--- src/rtl/cpb_pkg.sv ---
// Shared types, constants and arithmetic helpers for the countdown progress bar pixel block.
// Used by cpb_colour, countdown_progress_bar_pixel, cpb_checker and tb_top; depends on nothing else.
package cpb_pkg;

    localparam int unsigned MAX_PIXELS   = 255;
    localparam int unsigned PRE_MS       = 10000;
    localparam int unsigned BLINK_MS     = 500;
    localparam int unsigned SEC_MS       = 1000;
    localparam int unsigned DEF_SECONDS  = 60;
    localparam int unsigned MIN_PIXELS   = 4;
    localparam int unsigned PRE_SECONDS  = PRE_MS / SEC_MS;

    localparam int unsigned TOT_W = 22;   // duration in ms, up to 4 095 000
    localparam int unsigned ACC_W = 30;   // product of a TOT_W value and a pixel count
    localparam int unsigned LEN_W = 8;

    // pipeline stage map
    localparam int ST_CAP  = 0;
    localparam int ST_PRE  = 1;
    localparam int ST_MUL1 = 2;
    localparam int ST_D1   = 3;                 // 8 steps: lit count
    localparam int ST_R1   = ST_D1 + 8;
    localparam int ST_D2   = ST_R1 + 1;         // 20 steps: remainder by strip length
    localparam int ST_SUB  = ST_D2 + 20;
    localparam int ST_MUL2 = ST_SUB + 1;
    localparam int ST_D3   = ST_MUL2 + 1;       // 8 steps: marker offset
    localparam int ST_LAST = ST_D3 + 7;         // last stage held in the top level
    localparam int ST_OUT  = ST_LAST + 1;       // colour output register

    typedef enum logic [0:0] {
        CFG_DURATION = 1'b0,
        CFG_LENGTH   = 1'b1
    } t_cfg_idx;

    typedef enum logic [1:0] {
        PH_BLINK = 2'd0,
        PH_BAR   = 2'd1,
        PH_DONE  = 2'd2
    } t_phase;

    typedef struct packed {
        logic [31:0]        elapsed;
        logic [LEN_W-1:0]   px;
        logic               pre;
        logic               blink;
        logic               fin;
        logic [TOT_W-1:0]   t;
        logic [ACC_W-1:0]   acc;
        logic [LEN_W-1:0]   lit;
        logic [TOT_W-1:0]   r1;
        logic [LEN_W-1:0]   q3;
    } t_stage;

    typedef struct packed {
        logic             hit;
        logic [ACC_W-1:0] rem;
    } t_div;

    // One restoring division step: subtract d << k when it fits.
    function automatic t_div div_step(input logic [ACC_W-1:0] acc,
                                      input logic [TOT_W-1:0] d, input int k);
        t_div             r;
        logic [ACC_W:0]   dsh;
        logic [ACC_W:0]   a;
        dsh   = (ACC_W+1)'(d) << k;
        a     = {1'b0, acc};
        r.hit = (a >= dsh);
        r.rem = r.hit ? ACC_W'(a - dsh) : acc;
        return r;
    endfunction

    // High during the first half of each second of the pre-countdown.
    function automatic logic blink_on(input logic [31:0] e);
        logic b;
        b = 1'b0;
        for (int k = 0; k < PRE_SECONDS; k++) begin
            if (e >= 32'(k * SEC_MS) && e < 32'(k * SEC_MS + BLINK_MS))
                b = 1'b1;
        end
        return b;
    endfunction

endpackage

--- src/rtl/cpb_colour.sv ---
// Output stage of the countdown progress bar pixel: picks the colour and phase of a pixel.
// Depends on cpb_pkg for the stage word and phase codes.
module cpb_colour (
    input  logic                   i_clk,
    input  logic                   i_en,
    input  cpb_pkg::t_stage        i_st,
    input  logic [7:0]             i_len,
    output logic [7:0]             o_red,
    output logic [7:0]             o_green,
    output logic [7:0]             o_blue,
    output logic [7:0]             o_white,
    output logic [1:0]             o_phase
);
    import cpb_pkg::*;

    logic [7:0] r_red, r_green, r_blue, r_white;
    t_phase     r_phase;
    logic [7:0] n_red, n_green, n_blue, n_white;
    t_phase     n_phase;
    logic [5:0] quarter;
    logic [8:0] q1, q2, q3x, q4;
    logic [7:0] marker;

    assign quarter = i_len[7:2];
    assign q1      = {3'b0, quarter};
    assign q2      = {2'b0, quarter, 1'b0};
    assign q3x     = q1 + q2;
    assign q4      = {1'b0, quarter, 2'b0};
    assign marker  = i_len - i_st.q3;

    always_comb begin
        n_red   = 8'd0;
        n_green = 8'd0;
        n_blue  = 8'd0;
        n_white = 8'd0;
        if (i_st.pre) begin
            n_phase = PH_BLINK;
            if (i_st.px < i_len && i_st.blink) begin
                n_red   = 8'd255;
                n_white = 8'd255;
            end
        end else if (i_st.fin) begin
            n_phase = PH_DONE;
        end else begin
            n_phase = PH_BAR;
            if (i_st.px < i_len) begin
                if (i_st.px <= i_st.lit) begin
                    if ({1'b0, i_st.px} < q1) begin
                        n_red = 8'd255;
                    end else if ({1'b0, i_st.px} < q2) begin
                        n_green = 8'd255;
                    end else if ({1'b0, i_st.px} < q3x) begin
                        n_blue = 8'd255;
                    end else if ({1'b0, i_st.px} < q4) begin
                        n_red   = 8'd255;
                        n_green = 8'd255;
                    end else begin
                        n_red   = 8'd138;
                        n_green = 8'd43;
                        n_blue  = 8'd226;
                        n_white = 8'd255;
                    end
                end else if (i_st.px == marker) begin
                    n_red   = 8'd138;
                    n_green = 8'd43;
                    n_blue  = 8'd226;
                    n_white = 8'd255;
                end
            end
        end
    end

    always_ff @(posedge i_clk) begin
        if (i_en) begin
            r_red   <= n_red;
            r_green <= n_green;
            r_blue  <= n_blue;
            r_white <= n_white;
            r_phase <= n_phase;
        end
    end

    assign o_red   = r_red;
    assign o_green = r_green;
    assign o_blue  = r_blue;
    assign o_white = r_white;
    assign o_phase = r_phase;

endmodule

--- config.mk ---
export PLATFORM = sky130hd
export DESIGN_NAME = cpb_colour
export DESIGN_NICKNAME = d
export VERILOG_FILES = /design/src/rtl/cpb_pkg.sv /design/src/rtl/cpb_colour.sv
export SDC_FILE = /design/constraint.sdc
export NUM_CORES = 1
export LEC_CHECK = 0
export ABC_AREA = 1
export ABC_CLOCK_PERIOD_IN_PS = 8800
export BUFFER_PORTS_ARGS = -buffer_cell sky130_fd_sc_hd__buf_2
export CAP_MARGIN = 20
export CORE_UTILIZATION = 30
export CTS_CLUSTER_DIAMETER = 50
export CTS_CLUSTER_SIZE = 40
export DETAILED_ROUTE_END_ITERATION = 10
export MAX_ROUTING_LAYER = met4
export PLACE_DENSITY = 0.73
export SETUP_SLACK_MARGIN = 0.05
export SLEW_MARGIN = 20
export SYNTH_ARGS = -nofsm -noshare
export SYNTH_HDL_FRONTEND = slang
export SYNTH_SLANG_ARGS = --single-unit
--- constraint.sdc ---
create_clock -name i_clk -period 8.8 [get_ports i_clk]
set_clock_uncertainty 0.2 [all_clocks]
set_input_delay 1.32 -clock i_clk [delete_from_list [all_inputs] [get_ports i_clk]]
set_output_delay 1.32 -clock i_clk [all_outputs]
set_load 0.005 [all_outputs]
Word-level counts from Yosys, hierarchy flattened
Index checks and enable logic that the tools add are counted.
{"block": "totals", "reg_bits": 34, "latch_bits": 0, "ram_bits": 0, "rom_bits": 0, "elab_cells": 49, "n_memories": 0}
{"block": "op_classes", "n_addsub": 2, "n_mul": 0, "div_mod_pow": 0, "n_lt_le_gt_ge": 6, "eq_ne": 1, "n_shift": 0, "mux": 32, "n_bitwise": 1, "reduce_logical": 2}
{"operator": "2-to-1 mux 8 bit", "n": 29}
{"operator": "< comparator 8 bit", "n": 3}
{"operator": "adder 6 x 7 -> 8 bit", "n": 1}
{"operator": "equality test 8 bit", "n": 1}
{"operator": "<= comparator 8 bit", "n": 1}
{"operator": "< comparator 8 x 6 -> 1 bit", "n": 1}
{"operator": "< comparator 8 x 7 -> 1 bit", "n": 1}
{"operator": "subtractor 8 bit", "n": 1}
{"operator": "2-to-1 mux 7 bit", "n": 1}
{"operator": "2-to-1 mux 6 bit", "n": 1}
{"operator": "OR reduction 3 bit", "n": 1}
{"operator": "2-to-1 mux 2 bit", "n": 1}
{"operator": "logical AND 1 bit", "n": 1}
{"operator": "inverter 1 bit", "n": 1}

Longest topological paths before layout
{"block": "depth", "depth_word": 9, "mapped_depth": 17}

Worst setup path before layout
No wires, ideal clock.
{"block": "synth_path", "path_type": "input to register", "start": "input port i_len[2]", "end": "register r_red[6] (netlist: o_red[6]), data pin", "setup_ns": 0.255, "t_arrival_ns": 3.226, "t_required_ns": 8.345, "slack_ns": 5.119, "stages": 17, "n_path_buf": 0, "cell_sequence": "ha_1 -> fa_1 -> nand3_1 -> and2_1 -> inv_1 -> a21oi_1 -> ha_1 -> nand2_1 -> inv_1 -> nor2_1 -> o21a_1 -> nand2_2 -> and2_4 -> nand2_1 -> nand2_1 -> nand2_1 -> nand2_1"}
{"block": "synth_via", "elab_chain_cells": 9, "elab_cells_between_ends": 16, "cone_classes": "1 x add/sub; 5 x order compare; 9 x mux; 1 x reduce/logical"}
{"item": "start, declared", "line": "cpb_colour.sv:7", "text": "input logic [7:0] i_len,"}
{"item": "adder 6 x 7 -> 8 bit or < comparator 8 bit (tied branches)", "line": "cpb_colour.sv:27, cpb_colour.sv:54"}
{"item": "< comparator 8 bit or 2-to-1 mux 7 bit (tied branches)", "line": "cpb_colour.sv:52, cpb_colour.sv:54"}
{"item": "2-to-1 mux 8 bit", "line": "cpb_colour.sv:52", "text": "end else if ({1'b0, i_st.px} < q3x) begin"}
{"item": "2-to-1 mux 8 bit", "line": "cpb_colour.sv:50", "text": "end else if ({1'b0, i_st.px} < q2) begin"}
{"item": "2-to-1 mux 8 bit", "line": "cpb_colour.sv:48", "text": "if ({1'b0, i_st.px} < q1) begin"}
{"item": "2-to-1 mux 8 bit", "line": "cpb_colour.sv:47", "text": "if (i_st.px <= i_st.lit) begin"}
{"item": "2-to-1 mux 8 bit", "line": "cpb_colour.sv:46", "text": "if (i_st.px < i_len) begin"}
{"item": "2-to-1 mux 8 bit", "line": "cpb_colour.sv:42", "text": "end else if (i_st.fin) begin"}
{"item": "2-to-1 mux 8 bit (*)", "line": "cpb_colour.sv:36", "text": "if (i_st.pre) begin"}
{"item": "end signal, assigned", "line": "cpb_colour.sv:75", "text": "r_red <= n_red;"}
{"item": "end, declared", "line": "cpb_colour.sv:16", "text": "logic [7:0] r_red, r_green, r_blue, r_white;"}
Mark *: on every way between the ends. The rest lies on a longest branch, timed or not.
A chain may end at the register's enable or synchronous reset.

Worst setup path in the final report
Ends and elaborated chain as after synthesis.

==> impl_metrics.env <==
export IMPL_initial_core_util_pct=31.7
export IMPL_hold_viol=0
export IMPL_ys_seq_area_share_pct=12.9
export IMPL_grt_ovfl_total=0
export IMPL_cp_max_fo=5
export IMPL_fmax_mhz=263
export IMPL_fin_util_pct=36.2
export IMPL_cts_clk_slew_worst_paths_ns=0.04
export IMPL_area_growth_pct=14.4
export IMPL_drv_cap=0
export IMPL_grt_pass1_wl_mm=8.16
export IMPL_dieArea_um2=8140
export IMPL_yosysWarnings=0
export IMPL_postCtsHoldBufs=0
export IMPL_fin_setup_tns_ns=0
export IMPL_cts_resized=0
export IMPL_fillers=795
export IMPL_clk_path_buf_depth=2
export IMPL_min_period_ns=3.80
export IMPL_finalPower_w=0.000245
export IMPL_ios=177
export IMPL_grt_max_degree=11
export IMPL_synth_seq_cells=10
export IMPL_cp_common_cell="nand2_1"
export IMPL_start_kind="primary input"
export IMPL_power_density_nw_per_um2=91.9
export IMPL_synth_top_area_share_pct=25.2
export IMPL_grt_total_usage_pct=12.2
export IMPL_first_pass_iters=4
export IMPL_cts_made_buffers=3
export IMPL_num_nets_final=598
export IMPL_slowest_delay_ns=0.41
export IMPL_grt_setup_unrepaired="false"
export IMPL_die_h_um=90.2
export IMPL_min_period_over_period_pct=43.2
export IMPL_hpwl_mm=4.30
export IMPL_p_leak_nw=1.62
export IMPL_maxSlewViolCount=0
export IMPL_design_area_um2=2670
export IMPL_min_path_type="in2reg"
export IMPL_tightest_slew_ns=0.378
export IMPL_io_buffers=70
export IMPL_syn_nets=547
export IMPL_gp_congestion=0.862
export IMPL_synth_cell_type_count=30
export IMPL_ys_top_cells_by_area="ha_1 25%, nand2_1 16%, edfxtp_1 13%"
export IMPL_grt_pass1_vias=1970
export IMPL_die_x_um=90.2
export IMPL_cp_end_kind="register"
export IMPL_cp_data_required_time_ns=8.58
export IMPL_coreArea_um2=7370
export IMPL_ant_nets=0
export IMPL_drcViolationCount=0
export IMPL_crit_type="in2reg"
export IMPL_cts_sinks=10
export IMPL_avgSynthCellArea_um2=6.58
export IMPL_cts_root_buf="clkbuf_8"
export IMPL_num_rows=31
export IMPL_outcome="finished, final reports clean"
export IMPL_antenna_found_initial=0
export IMPL_setup_violations_final=0
export IMPL_wl_mm=4.76
export IMPL_syn_inst=355
export IMPL_diodes=0
export IMPL_htreeDepth=1
export IMPL_wl_per_cell_um=9.47
export IMPL_cts_tree="done"
export IMPL_maxSlewHeadroom_pct=74.6
export IMPL_peakVddDrop_uv=30.8
export IMPL_drtIter0Drc=74
export IMPL_syn_cell_area_um2=2330
export IMPL_drive_gt1_share_pct=23.3
export IMPL_post_cts_buffers=0
export IMPL_worstPathArrival_ns=3.58
export IMPL_yosysTopAreaCell="ha_1"
export IMPL_placed_area_um2=2630
export IMPL_crit_path_top_delay_cell="fa_1"
export IMPL_viasPerCell=4.37
export IMPL_crit_path_cell_trace="buf_2, ha_1, fa_1, nand3_1, and2_1, inv_1, a21oi_1, ha_1, nand2_1, inv_1, nor2_1, o21a_1, nand2_2, and2_4, nand2_1, nand2_1, nand2_1, nand2_1"
export IMPL_vias=2200
[placed cells by master (no fill, tap or decap), types with 2 or more instances in the layout]
| cell | count |
|---|---|
| nand2_1 | 97 |
| buf_2 | 70 |
| inv_1 | 67 |
| ha_1 | 47 |
| nor2_1 | 27 |
| a21oi_1 | 19 |
| nand3_1 | 16 |
| edfxtp_1 | 10 |
| nand2_2 | 9 |
| xnor2_1 | 5 |
| xor2_1 | 4 |
| nand4_1 | 4 |
| nand3_2 | 4 |
| inv_2 | 3 |
| clkbuf_8 | 3 |
| and2_1 | 2 |
| o21a_1 | 2 |
| fa_1 | 2 |
[layer usage]
layer	vias to the layer above	wire length, um	global-route usage [%]
met5	-	0	-
met4	0	72	3.49
met3	10	150	0.761
met2	58	2300	21.4
met1	950	2240	15.1
li1	1182	-	-
[report_power, final]
group          switching (W)  internal, W
clock network      0.0000145    0.0000296
registers         0.00000256    0.0000573
logic              0.0000819    0.0000595
total              0.0000990     0.000146
[cells by family (layout without fill, tap and decap cells)]
| family | Yosys count | count (layout) | synth area share (%) |
|---|---|---|---|
| AND/OR/NAND/NOR | 165 | 165 | 31.2 |
| buffers and inverters | 95 | 144 | 19.1 |
| adder cells (fa/ha/maj) | 49 | 49 | 26.9 |
| AO/OA/AOI/OAI | 27 | 27 | 6.48 |
| flip-flops | 10 | 10 | 12.9 |
| XOR/XNOR | 9 | 9 | 3.38 |
[worst max-delay path, delay by kind of cell]
kind	cells	cell delay [ns]
buffers and inverters	3	0.22
AO/OA/AOI/OAI	2	0.32
AND/OR/NAND/NOR	10	0.82
adder cells (fa/ha/maj)	3	0.89
[worst paths after layout]
check  startpoint                       end  slack, ns  cells past startpoint
max      i_len[2]        o_red[6]$_DFFE_PP_       5.00                     18
min      i_st[90]  o_phase[1]$_SDFFCE_PP0P_       1.21                      3
[synth_stat cells]
| library cell | n |
|---|---|
| nand4_1 | 4 |
| xor2_1 | 4 |
| xnor2_1 | 5 |
| nor2_2 | 1 |
| nor2_4 | 1 |
| nor3_1 | 1 |
| and2_1 | 2 |
| ha_1 | 47 |
| edfxtp_1 | 10 |
| o21a_1 | 2 |
| nor2_1 | 27 |
| buf_4 | 24 |
| nand2_4 | 1 |
| and2_4 | 1 |
| a21boi_0 | 1 |
| o21ai_0 | 1 |
| o21ai_1 | 1 |
| a21oi_2 | 1 |
| nand3_2 | 4 |
| a21o_1 | 1 |
| o21bai_1 | 1 |
| inv_2 | 3 |
| or2b_1 | 1 |
| inv_1 | 67 |
| a21oi_1 | 19 |
| clkinv_1 | 1 |
| nand3_1 | 16 |
| nand2_2 | 9 |
| nand2_1 | 97 |
| fa_1 | 2 |
[cell type report]
class                      instances  area (um^2)  share of cell area [%]
inverter                          71          267                    9.98
multi-input combinational        250         1590                    59.5
clock buffer                       3         41.3                    1.55
tap                               99          124                    4.64
timing repair buffer              70          350                    13.1
sequential                        10          300                    11.2
[stage by stage]
step | hold slack (ns) | std cells | worst slack [ns]
finish | 1.21 | 503 | 5.00
floorplan | 1.23 | 355 | 5.12
detailed placement | 1.44 | 500 | 4.77
global route | 1.21 | 503 | 4.80
CTS | 1.21 | 503 | 5.00
global placement | 1.44 | 500 | 4.79
[registers in the layout, indices dropped and copies added (netlist names)]
signal,cells
o_red,2
o_white,1
o_phase,2
o_blue,2
o_green,3
Power figures use the tool's default switching activity.
